--- src/rtl/tcce_pkg.sv ---
// Shared constants, payload structs and controller/datapath interface types
// for the text console cursor engine. No dependencies.

package tcce_pkg;

   // screen geometry and line editing limits
   localparam int COLUMNS    = 80;
   localparam int ROWS       = 25;
   localparam int LINE_LIMIT = 128;
   localparam int TAB_WIDTH  = 4;   // power of two
   localparam int CELLS      = ROWS * COLUMNS;

   localparam int KIND_W    = 3;
   localparam int CODE_W    = 8;
   localparam int ADDR_W    = 11;
   localparam int COL_W     = 7;
   localparam int ROW_W     = 5;
   localparam int COUNT_W   = 8;
   localparam int ATTR_W    = 8;
   localparam int CSR_IDX_W = 1;
   localparam int TAB_CNT_W = $clog2(TAB_WIDTH + 1);

   localparam logic [KIND_W-1:0] KIND_WRITE = 3'd0;
   localparam logic [KIND_W-1:0] KIND_TYPE  = 3'd1;
   localparam logic [KIND_W-1:0] KIND_TAB   = 3'd2;
   localparam logic [KIND_W-1:0] KIND_BACK  = 3'd3;
   localparam logic [KIND_W-1:0] KIND_ENTER = 3'd4;
   localparam logic [KIND_W-1:0] KIND_READ  = 3'd5;

   localparam logic [CODE_W-1:0] NUL_CODE     = 8'h00;
   localparam logic [CODE_W-1:0] NEWLINE_CODE = 8'h0A;
   localparam logic [CODE_W-1:0] CR_CODE      = 8'h0D;
   localparam logic [CODE_W-1:0] SPACE_CODE   = 8'h20;

   localparam logic [ATTR_W-1:0] ATTR_RESET   = 8'h07;
   localparam logic [CODE_W-1:0] IGNORE_RESET = 8'h00;

   localparam logic [CSR_IDX_W-1:0] CSR_ATTR   = 1'b0;
   localparam logic [CSR_IDX_W-1:0] CSR_IGNORE = 1'b1;

   typedef struct packed {
      logic [KIND_W-1:0] kind;
      logic [CODE_W-1:0] code;
      logic [ADDR_W-1:0] cell_index;
   } req_type;

   typedef struct packed {
      logic [COL_W-1:0]   cursor_col;
      logic [ROW_W-1:0]   cursor_row;
      logic [ADDR_W-1:0]  cursor_linear;
      logic [COUNT_W-1:0] typed_count;
      logic               accepted;
      logic               scrolled;
      logic [CODE_W-1:0]  read_char;
      logic [ATTR_W-1:0]  read_attr;
   } rsp_type;

   // controller to datapath
   typedef struct packed {
      logic load;
      logic clear_wr;
      logic step;
      logic scroll_start;
      logic scroll_wr;
      logic read_cap;
      logic rsp_load;
   } cmd_type;

   // datapath to controller
   typedef struct packed {
      logic sweep_last;
      logic step_scroll;
      logic step_read;
      logic tab_more;
      logic tab_left;
      logic rsp_free;
   } status_type;

   function automatic logic [ADDR_W-1:0] cell_addr(input logic [ROW_W-1:0] row,
                                                   input logic [COL_W-1:0] col);
      logic [ADDR_W-1:0] base;
      base = ADDR_W'(ADDR_W'(row) * ADDR_W'(COLUMNS));
      return ADDR_W'(base + ADDR_W'(col));
   endfunction

   function automatic logic [TAB_CNT_W-1:0] tab_pad(input logic [COL_W-1:0] col);
      logic [COL_W-1:0] rem;
      rem = col % COL_W'(TAB_WIDTH);
      return TAB_CNT_W'(TAB_WIDTH) - TAB_CNT_W'(rem);
   endfunction

endpackage

--- src/rtl/tcce_ctrl.sv ---
// Sequencer for the console engine: clearing pass, item steps, scroll sweep,
// read wait and result hand-off. Depends on tcce_pkg.

module tcce_ctrl
   import tcce_pkg::*;
(
   input  logic       clock,
   input  logic       reset,
   input  logic       req_valid,
   output logic       req_stall,
   input  status_type status,
   output cmd_type    cmd
);

   typedef enum logic [6:0] {
      ST_CLEAR        = 7'b0000001,
      ST_IDLE         = 7'b0000010,
      ST_STEP         = 7'b0000100,
      ST_SCROLL_PRIME = 7'b0001000,
      ST_SCROLL       = 7'b0010000,
      ST_READ_WAIT    = 7'b0100000,
      ST_FINISH       = 7'b1000000
   } state_type;

   state_type state_ff;
   state_type state_in;

   always_comb begin
      state_in = state_ff;
      cmd      = '0;
      case (state_ff)
         ST_CLEAR: begin
            cmd.clear_wr = 1'b1;
            if (status.sweep_last) begin
               state_in = ST_IDLE;
            end
         end
         ST_IDLE: begin
            if (req_valid) begin
               cmd.load = 1'b1;
               state_in = ST_STEP;
            end
         end
         ST_STEP: begin
            cmd.step = 1'b1;
            if (status.step_scroll) begin
               state_in = ST_SCROLL_PRIME;
            end else if (status.step_read) begin
               state_in = ST_READ_WAIT;
            end else if (status.tab_more) begin
               state_in = ST_STEP;
            end else begin
               state_in = ST_FINISH;
            end
         end
         ST_SCROLL_PRIME: begin
            cmd.scroll_start = 1'b1;
            state_in = ST_SCROLL;
         end
         ST_SCROLL: begin
            cmd.scroll_wr = 1'b1;
            if (status.sweep_last) begin
               // resume remaining tab spaces after the scroll
               state_in = status.tab_left ? ST_STEP : ST_FINISH;
            end
         end
         ST_READ_WAIT: begin
            cmd.read_cap = 1'b1;
            state_in = ST_FINISH;
         end
         ST_FINISH: begin
            if (status.rsp_free) begin
               cmd.rsp_load = 1'b1;
               state_in = ST_IDLE;
            end
         end
         default: begin
            state_in = ST_IDLE;
         end
      endcase
   end

   always_ff @(posedge clock) begin
      if (reset) begin
         state_ff <= ST_CLEAR;
      end else begin
         state_ff <= state_in;
      end
   end

   assign req_stall = (state_ff != ST_IDLE);

endmodule

--- config.mk ---
export PLATFORM = sky130hd
export DESIGN_NAME = tcce_ctrl
export DESIGN_NICKNAME = d
export VERILOG_FILES = /design/src/rtl/tcce_pkg.sv /design/src/rtl/tcce_ctrl.sv
export SDC_FILE = /design/constraint.sdc
export NUM_CORES = 1
export LEC_CHECK = 0
export BUFFER_PORTS_ARGS = -buffer_cell sky130_fd_sc_hd__buf_2
export CAP_MARGIN = 30
export CORE_AREA = 2 2 39 41
export DETAILED_ROUTE_END_ITERATION = 10
export DIE_AREA = 0 0 41 43
export SLEW_MARGIN = 20
export SYNTH_ARGS = -nofsm -noshare
export SYNTH_HDL_FRONTEND = slang
export SYNTH_SLANG_ARGS = --single-unit
--- constraint.sdc ---
create_clock -name clock -period 1.8 [get_ports clock]
set_input_delay 0.18 -clock clock [delete_from_list [all_inputs] [get_ports clock]]
set_output_delay 0.18 -clock clock [all_outputs]
set_load 0.01 [all_outputs]
# Yosys cells after proc, flatten, opt, wreduce, memory -nomap -nowiden
# Index checks and enable logic that the tools add are counted.
# Widths: inputs -> output; s select.
[totals]
elab_cells = 32
ff_bits = 7
[op_classes]
reduce_logical = 1
n_eq_ne = 12
muxes = 18
[ops]
columns = ["op", "n"]
rows = [
  ["$mux 7", 8],
  ["$pmux 7 s7", 1],
  ["$mux 1", 9],
  ["$ne 2x2->1 const B", 4],
  ["$eq 7x1->1 const B", 1],
  ["$eq 7x2->1 const B", 1],
  ["$eq 7x3->1 const B", 1],
  ["$eq 7x4->1 const B", 1],
  ["$eq 7x5->1 const B", 1],
  ["$eq 7x6->1 const B", 1],
  ["$eq 7x7->1 const B", 1],
  ["$ne 7x2->1 const B", 1],
  ["$reduce_and 4->1", 1],
]

# Longest topological paths before layout
# Gate-level depths: netlist of the first run.
[logic_depth]
ltp_word = 4
ltp_mapped = 6
ltp_nobuf = 5

# Worst setup path after synthesis of the first run
# No wires, ideal clock.
[synth_path]
path_kind = "flip-flop to flip-flop"
start = "register state_ff[0]"
end = "register state_ff[2]"
setup_slack_ns = 0.491
stages_incl_launch_ff = 7
required_time_ns = 1.727
arrival_ns = 1.236
cell_sequence = "dfxtp_1 buf_6 nor4_2 nand4bb_2 clkinv_2 a31oi_1 nor3b_2"
[synth_via]
elab_chain_cells = 3
elab_cells_between_ends = 13
[synth_rtl]
columns = ["element", "line_no", "rtl"]
rows = [
  ["start, declared", "tcce_ctrl.sv:25", "state_type state_ff;"],
  ["start signal, assigned", "tcce_ctrl.sv:87", "state_ff <= state_in;"],
  ["$eq 7x1->1 (tied with other cells)", "tcce_ctrl.sv:31", "case (state_ff)"],
  ["$ne 2x2->1 (no source line)", "n/a", ""],
  ["$reduce_and 4->1 (no source line)", "n/a", ""],
]
# Several ways; a longest one is shown, not always the timed one.
# A chain may end at the register's enable or synchronous reset.

==> results of run 1 <==
## final cells by class
type | instances | area (µm²) | share of cell area [%]
clock buffer | 4 | 26.28 | 4.134
inverter | 6 | 23.77 | 3.740
multi-input combinational | 48 | 337.8 | 53.15
sequential | 7 | 140.1 | 22.05
tap | 16 | 20.02 | 3.150
timing repair buffer | 17 | 87.58 | 13.78
## worst max path at each step
stage,endpoint,cells past startpoint
floorplan,state_ff[2],6
global placement,state_ff[1],4
detailed placement,cmd[0],4
CTS,cmd[0],4
global route,cmd[5],4
finish,cmd[4],4
## layer usage
metal / vias to the layer above / global-route usage, % / share of wire [%] / routed length [µm]
met3: 2 / 1.571 / 3.9 / 45
met2: 15 / 23.75 / 50 / 571
met4: 0 / 10.00 / 1.2 / 14
met1: 251 / 23.13 / 45 / 511
li1: 281 / - / - / -
met5: - / 0 / 0 / 0
## kinds of logic after synthesis
kind of cell,after synthesis,synth area share (%)
and+or+nand+nor,34,44.13
buffers and inverters,10,10.07
AOI/OAI and AO/OA,13,17.27
DFF,7,26.86
xor gates and xnor gates,1,1.679
## critical path: stages, from the launching register on
cell and delay (ns):
dfxtp_1 0.41, nor4_2 0.36, nand4bb_2 0.20, clkinv_2 0.09, buf_2 0.12
## power breakdown
| group | leakage, nW | switching (W) | total [W] | internal (W) |
|---|---|---|---|---|
| combinational | 0.229 | 0.0000358 | 0.0000719 | 0.0000361 |
| clock | 0.0150 | 0.0000559 | 0.000140 | 0.0000844 |
| sequential | 0.0571 | 0.0000141 | 0.000175 | 0.000161 |
## placed cells by master (no fill, tap or decap), types with 2 or more instances in the layout
| cell | instances |
|---|---|
| buf_2 | 16 |
| dfxtp_1 | 7 |
| nor2_1 | 5 |
| inv_1 | 5 |
| nor4b_1 | 4 |
| nand2_1 | 3 |
| a21oi_1 | 3 |
| clkbuf_4 | 3 |
| nor4_2 | 2 |
| nand2b_1 | 2 |
| nor3_1 | 2 |
| nor4_1 | 2 |
| and3_1 | 2 |
| nand3_1 | 2 |
## per-stage QoR
step | cell area [µm²] | std cells
after floorplan | 521.8 | 65
after global placement | 600.6 | 94
after detailed placement | 600.6 | 94
after CTS | 626.9 | 98
after global routing | 635.6 | 98
final | 635.6 | 98
## timing repair
action	CTS	global route
setup buffers	0	0
gates resized for setup	0	2
setup endpoints to repair	0	3
==> impl_metrics.csv, run 1 <==
group,metric,value,unit
timing,post-route-min-period,1.608,ns
grt,grt_max_degree,14,
drt,wl,1.143,mm
timing,maxSlewViolCount,0,
clock_tree,cts.htree.levels,1,
timing,tns,0,ns
worst_hold_path,min_to,"state_ff[5]",
yosys,synth_edf_count,0,
run_status,outcome,"finished clean",
drt,wl_per_cell,11.66,µm
drt,num_vias,549,
finish,nets,92,
yosys,async_flop_share,0,%
critical_path,crit_type,"reg -> out",
yosys,synth_seq_area_share,26.86,%
place,routabilityCongestion,0.7572,
drt,via_per_inst,5.602,
worst_hold_path,hold_depth,2,
grt,antenna_found_initial,0,
yosys,synth_fp_nets,74,
floorplanning,rows,14,
timing,fmax,622.0,MHz
grt,grt_overflow,0,
clock_tree,cts_tree,"done",
critical_path,rr_worst_depth,4,
finish,fillers,147,
clock_tree,clkTransAtPathRegs,0.05,ns
yosys,synthFlopType,"dfxtp_1",
grt,grt_pass1_vias,462,
finish,top_register,"state_ff",
critical_path,cp-end-kind,"output pin",
yosys,synth_top_area_share,26.86,%
yosys,syn_inst,65,
yosys,synth.largest_area_cell,"dfxtp_1",
timing,rsz0062_at_grt,"false",
timing,fin_ws,0.1922,ns
clock_tree,clock_latency,0.25,ns
yosys,yosysMostFrequentCell,"dfxtp_1",
critical_path,critical_path_required,1.62,ns
clock_tree,cts-root-buf,"clkbuf_4",
timing,setup_viol,0,
yosys,synth_warnings,0,
worst_hold_path,min-delay-start,"status[4]",
critical_path,cp_max_fo,12,
pwr,p_leak,0.3006,nW
yosys,syn_avg_cell_area,8.027,µm²
yosys,netlist_area,521.8,µm²
pwr,power_density,609.0,nW/µm²
yosys,synth_seq_cells,7,
critical_path,crit_start,"state_ff[1]",
floorplanning,die_w,41,µm
finish,largest_reg_flops,7,
finish,antennaDiodeCount,0,
timing,hold_viol_final,0,
yosys,synthDistinctLibCells,36,
floorplanning,dieArea,1763,µm²
run,cap_viol_max_count,0,
worst_hold_path,worstHoldPathType,"in -> reg",
timing,slew_headroom,72.98,%
place,port_buffers,16,
critical_path,rrSetupSlack,0.41,ns
floorplanning,initial_core_util,37.70,%
timing,worstMarginPinSlew,0.4048,ns
clock_tree,clk_path_buf_depth,2,
critical_path,start_kind,"flip-flop",
floorplanning,num_io_pins,17,
place,hpwlAfterDp,908.4,µm
grt,grtUsageTotal,16.63,%
clock_tree,numCtsBuffers,3,
drt,antenna_left,0,
clock_tree,cts.sinks,7,
critical_path,worstReg2RegStart,"state_ff[4]",
critical_path,r2r_end,"state_ff[2]",
drt,route.detailed.drc,0,
floorplanning,dieHeight,43,µm
finish,drive_above_1_share,31.71,%
grt,grt_pass1_wl,1.987,mm
place,pre_cts_ws,0.4246,ns
finish,postLayoutCoreUtil,45.93,%
finish,reg_top3,"state_ff x7",
clock_tree,cts_hold_buf,0,
drt,dr.first_iter.drc_count,15,
drt,first_pass_iters,4,
timing,holdWs,0.1165,ns
finish,area_growth,21.82,%
pwr,ir_drop,0.2906,mV
yosys,synth_commonest_cells,"dfxtp_1 (7), nor2_1 (6), inv_1 (5)",
timing,skew,0.005166,ns
pwr,power.total,0.0003871,W
floorplanning,core_area,1384,µm²
timing,timing.final.crit_share,89.32,%
yosys,synthTopCellsByArea,"dfxtp_1 (27%), nor4b_1 (6.7%), nor2_1 (4.3%)",
critical_path,crit_arrival,1.43,ns
No activity file was read; power rests on OpenSTA's default activity.
==> inputs of run 2 (changes only) <==
ABC_AREA = 1   (was unset)
GPL_ROUTABILITY_DRIVEN = 0   (was unset)
==> run 2 against run 1 <==
  * Cell area is 0.20% higher
  * Sequential share of layout area about the same
  * Power rose by 1.5%
  * Critical path type unchanged
==> impl_metrics.csv, run 2 <==
group,metric,value,unit
yosys,synth_seq_area_share,27.52,%
yosys,synthTopCellsByArea,"dfxtp_1 (28%), nand2_1 (11%), nor2_1 (11%)",
clock_tree,cts.sinks,7,
pwr,combPwrFrac,20.6,%
yosys,syn_avg_cell_area,6.135,µm²
floorplanning,dieArea,1763,µm²
floorplanning,initial_core_util,36.80,%
floorplanning,rows,14,
pwr,pwr-share-clk,36.7,%
timing,tns,0,ns
timing,holdWs,0.1357,ns
yosys,synth_top_family_by_area,"simple AND/OR/NAND/NOR gates",
clock_tree,cts.htree.levels,1,
pwr,intPower,0.0002744,W
place,port_buffers,16,
drt,wl_per_cell,9.134,µm
clock_tree,cts_tree,"done",
drt,first_pass_iters,4,
grt,antenna_found_initial,0,
floorplanning,num_io_pins,17,
finish,drive_above_1_share,36.89,%
timing,worstMarginPinSlew,0.2080,ns
finish,layout_commonest_cell,"buf_2",
floorplanning,core_area,1384,µm²
timing,skew,0.004459,ns
timing,slew_headroom,86.00,%
run_status,outcome,"finished clean",
pwr,power_density,617.2,nW/µm²
drt,wl,1.087,mm
yosys,synthXorXnorAreaFrac,0,%
timing,setup_viol,0,
grt,grt_overflow,0,
yosys,synth.largest_area_cell,"dfxtp_1",
drt,wl_met2,486,µm
finish,fillers,150,
yosys,synth-compound-area-share,2.703,%
yosys,synthFlopType,"dfxtp_1",
yosys,syn_inst,83,
clock_tree,numCtsBuffers,3,
timing,maxSlewViolCount,0,
finish,area_growth,25.06,%
run,cap_viol_max_count,0,
yosys,async_flop_share,0,%
clock_tree,cts_hold_buf,0,
yosys,synth_simple_gate_area_share,57.99,%
pwr,swShare,30.20,%
critical_path,cp-end-kind,"output pin",
clock_tree,clk_path_buf_depth,2,
clock_tree,post-cts-setup-buffers,0,
drt,via_per_inst,4.471,
finish,nets,113,
drt,antenna_left,0,
yosys,synth_top_area_share,27.52,%
pwr,seq_power_share,42.8,%
floorplanning,dieHeight,43,µm
timing,hold_viol_final,0,
yosys,synthDistinctLibCells,16,
yosys,synth_edf_count,0,
place,hpwlAfterDp,936.6,µm
finish,top_register,"state_ff",
critical_path,critical_path_required,1.62,ns
timing,rsz0062_at_grt,"false",
drt,drt-met1-wl,514,µm
pwr,ir_drop,0.3188,mV
drt,routed.top_layer,"met4",
pwr,power.total,0.0003931,W
yosys,synthAdderAreaFrac,0,%
drt,dr.first_iter.drc_count,3,
critical_path,start_kind,"flip-flop",
clock_tree,cts-root-buf,"clkbuf_4",
yosys,synth_fp_nets,92,
timing,timing.final.crit_share,80.14,%
pwr,switchingPower,0.0001187,W
finish,final_cell_mix,"buf_2 (16), nor2_1 (15), nand2_1 (15)",
grt,grt_max_degree,7,
yosys,synth_mux_area_share,0,%
yosys,synth_seq_cells,7,
grt,grt_pass1_wl,1.918,mm
finish,largest_reg_flops,7,
yosys,synth_warnings,0,
drt,num_vias,532,
critical_path,crit_type,"reg -> out",
grt,grtUsageTotal,16.30,%
critical_path,crit_arrival,1.26,ns
finish,antennaDiodeCount,0,
place,dpl_cell_area,609.3,µm²
drt,route.detailed.drc,0,
yosys,synth_commonest_cells,"nand2_1 (15), nor2_1 (15), inv_1 (14)",
clock_tree,clock_latency,0.25,ns
drt,met3WireLength,72,µm
floorplanning,die_w,41,µm
yosys,netlist_area,509.2,µm²
pwr,p_leak,0.3388,nW
finish,reg_top3,"state_ff x7",
clock_tree,clkTransAtPathRegs,0.06,ns
timing,post-route-min-period,1.442,ns
grt,grt_pass1_vias,472,
critical_path,cp_max_fo,4,
timing,fmax,693.2,MHz
finish,finalInstanceArea,636.9,µm²
clock_tree,cts.repair.resized,0,
worst_hold_path,worstHoldPathType,"in -> reg",
[run 2: final timing paths]
check,from,endpoint,slack [ns],cells after the start
min,reset,state_ff[6],0.14,2
min reg2reg,state_ff[1],state_ff[1],0.54,2
max reg2reg,state_ff[3],state_ff[1],0.57,9
max,state_ff[2],cmd[6],0.36,6
[run 2: critical path: stages, from the launching register on]
cell     delay, ns
dfxtp_1       0.32
inv_1         0.10
nand2_2       0.08
nor2_1        0.15
nand2_1       0.13
nor2_1        0.10
buf_2         0.13
[run 2: stage by stage]
| step | cells | setup slack [ns] | utilization [%] |
|---|---|---|---|
| 2_1_floorplan | 83 | 0.6412 | - |
| 3_3_place_gp | 115 | 0.5801 | 44.03 |
| 3_5_place_dp | 115 | 0.5968 | 44.03 |
| 4_1_cts | 119 | 0.3565 | 46.02 |
| 5_1_grt | 119 | 0.2424 | 46.02 |
| 6_report | 119 | 0.3575 | 46.02 |
[run 2: logic make-up (layout without fill, tap and decap cells)]
logic type             after synthesis  count (layout)
AOI/OAI and AO/OA                    2               2
DFF                                  7               7
and+or+nand+nor                     58              58
buffers and inverters               16              36
[run 2: power by group through the flow]
| stage | Sequential [W] | Combinational (W) | Clock (W) |
|---|---|---|---|
| global route | 0.000169 | 0.0000921 | 0.000162 |
| detailed placement | 0.000171 | 0.0000813 | 0 |
| CTS | 0.000168 | 0.0000815 | 0.000145 |
| global placement | 0.000171 | 0.0000814 | 0 |
| floorplan | 0.000170 | 0.0000559 | 0 |
| finish | 0.000168 | 0.0000808 | 0.000144 |
[run 2: layer usage]
| metal | vias up | GRT usage, % |
|---|---|---|
| met5 | - | 0 |
| met4 | 0 | 10.00 |
| met3 | 2 | 3.141 |
| met2 | 18 | 23.44 |
| met1 | 217 | 21.36 |
| li1 | 295 | - |
[run 2: layout make-up]
| cell class | instances | area, µm² | area share [%] |
|---|---|---|---|
| multi-input cells | 60 | 309.0 | 48.53 |
| flip-flops and latches | 7 | 140.1 | 22.00 |
| repair buffers | 16 | 80.08 | 12.57 |
| inverters | 16 | 60.06 | 9.430 |
| clock buffers | 3 | 22.52 | 3.536 |
| well taps | 16 | 20.02 | 3.143 |
| clock inverters | 1 | 5.005 | 0.7859 |
==> inputs of run 3 (changes only) <==
PLACE_DENSITY = 0.66   (was unset)
clock period = 1.3 ns   (was 1.8 ns; I/O delays follow)
==> run 3 against run 2 <==
  * Hold slack got worse by 0.048 ns
  * Die area is the same
  * Critical path type unchanged
  * Critical endpoint is now cmd[3]
  * Non-clock buffer count is 3 higher
  * Worst setup slack got worse by 0.36 ns
  * Largest power group unchanged
  * Cell area rose by 16%
==> impl_metrics.csv, run 3 (same netlist as run 2, synthesis figures left out) <==
group,metric,value,unit
worst_hold_path,hold_depth,2,
clock_tree,clock_latency,0.25,ns
grt,grtUsageTotal,15.29,%
timing,maxSlewViolCount,0,
critical_path,cp_cell_sequence,"nor2_4 -> nand3_1 -> nor2_4 -> buf_2",
floorplanning,initial_core_util,36.80,%
critical_path,crit_type,"reg -> out",
timing,fmax,770.0,MHz
drt,num_vias,553,
critical_path,cp_max_fo,4,
floorplanning,die_w,41,µm
floorplanning,dieHeight,43,µm
run_status,outcome,"finished clean",
drt,wl_per_cell,10.07,µm
timing,timing.final.crit_share,99.90,%
pwr,ir_drop,0.5743,mV
finish,drive_above_1_share,50.94,%
floorplanning,num_io_pins,17,
critical_path,slowest_stage,"dfxtp_4",
critical_path,crit_top_cell,"nor2_4",
floorplanning,dieArea,1763,µm²
critical_path,rrSetupSlack,0.04,ns
floorplanning,core_area,1384,µm²
clock_tree,cts.sinks,7,
clock_tree,cts_tree,"done",
finish,top_register,"state_ff",
drt,via_per_inst,4.533,
finish,largest_reg_flops,7,
grt,antenna_found_initial,0,
drt,wl,1.229,mm
critical_path,critical_path_required,1.17,ns
clock_tree,clk_path_buf_depth,2,
finish,reg_top3,"state_ff x7",
critical_path,crit_start,"state_ff[1]",
place,pre_cts_ws,0.1060,ns
timing,rsz0062_at_grt,"true",
worst_hold_path,worstHoldPathType,"in -> reg",
place,hpwlAfterDp,978.2,µm
finish,layout_commonest_cell,"buf_2",
worst_hold_path,min-delay-start,"reset",
timing,setup_viol,0,
finish,antennaDiodeCount,0,
timing,holdWs,0.08763,ns
timing,post-route-min-period,1.299,ns
critical_path,r2r_end,"state_ff[6]",
timing,slew_headroom,88.05,%
floorplanning,rows,14,
place,port_buffers,16,
grt,grt_overflow,0,
timing,hold_viol_final,0,
timing,worstMarginPinSlew,0.1778,ns
drt,route.detailed.drc,0,
finish,final_cell_mix,"buf_2 (15), nand2_1 (14), inv_1 (12)",
critical_path,worstReg2RegStart,"state_ff[1]",
clock_tree,numCtsBuffers,3,
critical_path,worst_path_largest_cell_delay,0.36,ns
grt,grt_pass1_vias,488,
finish,nets,116,
clock_tree,cts-root-buf,"clkbuf_4",
finish,area_growth,45.21,%
critical_path,cp-end-kind,"output pin",
drt,antenna_left,0,
critical_path,crit_family,"simple AND/OR/NAND/NOR gates",
drt,first_pass_iters,4,
timing,skew,0.003046,ns
worst_hold_path,min_to,"state_ff[6]",
clock_tree,cts_hold_buf,0,
critical_path,start_kind,"flip-flop",
critical_path,critical_path_buf_inv_count,1,
grt,grt_pass1_wl,1.780,mm
clock_tree,clkTransAtPathRegs,0.05,ns
run,cap_viol_max_count,0,
pwr,p_leak,0.3633,nW
clock_tree,cts.htree.levels,1,
drt,dr.first_iter.drc_count,8,
critical_path,crit_arrival,1.17,ns
timing,fin_ws,0.001281,ns
grt,grt_max_degree,6,
critical_path,rr_worst_depth,8,
pwr,power_density,773.4,nW/µm²
==> run 3: cell types whose count changed in the layout (fill, tap and decap cells not counted), moves of 2 or more <==
| cell | delta |
|---|---|
| dfxtp_2 | +4 |
| nand2_2 | -2 |
| dfxtp_1 | -5 |
| nor2_4 | +5 |
| nor2_1 | -4 |
| buf_4 | +3 |
| nand2_4 | +3 |
| inv_1 | -2 |
==> run 3: worst max-delay path by stage <==
stage               depth (start not counted)  slack [ns]          end
floorplan                                   8        0.14  state_ff[1]
global placement                            8        0.11  state_ff[1]
detailed placement                          8        0.11  state_ff[1]
CTS                                         6       -0.03       cmd[6]
global route                                4       -0.08       cmd[0]
finish                                      4       0.001       cmd[3]
==> run 3: metrics by stage <==
step | instances | util (%) | power [W] | area, µm² | TNS [ns]
finish | 122 | 53.44 | 0.0005719 | 739.5 | 0
global placement | 115 | 44.03 | 0.0003487 | 609.3 | 0
CTS | 121 | 49.82 | 0.0005641 | 689.4 | -0.03495
floorplan | 83 | - | 0.0003130 | 509.2 | 0
global route | 122 | 53.44 | 0.0006015 | 739.5 | -0.4023
detailed placement | 115 | 44.03 | 0.0003506 | 609.3 | 0
==> run 3: cell type report <==
cell class              count  area, µm²
repair buffers             19      108.9
well taps                  16      20.02
inverters                  16      62.56
clock buffers               4      26.28
fillers                   130      644.4
multi-input cells          60      372.9
flip-flops and latches      7      148.9
==> run 3: timing repair <==
action | 4_1_cts | 5_1_grt
pin swaps | 3 | 3
endpoints found under the setup margin | 7 | 9
gates resized for setup | 11 | 14
cloned | 0 | 0
setup buffers | 2 | 1
==> run 3: power breakdown <==
| group | leakage (nW) | switching, W | internal, W |
|---|---|---|---|
| clock network | 0.0150 | 0.0000792 | 0.000117 |
| logic | 0.289 | 0.0000800 | 0.0000575 |
| registers | 0.0591 | 0.0000124 | 0.000226 |
==> run 3: per-layer routing <==
layer	vias up	track usage, %	wire length [µm]
met1	230	17.80	563
met3	4	1.571	46
met5	-	0	0
li1	302	-	-
met2	17	23.75	574
met4	0	12.00	43
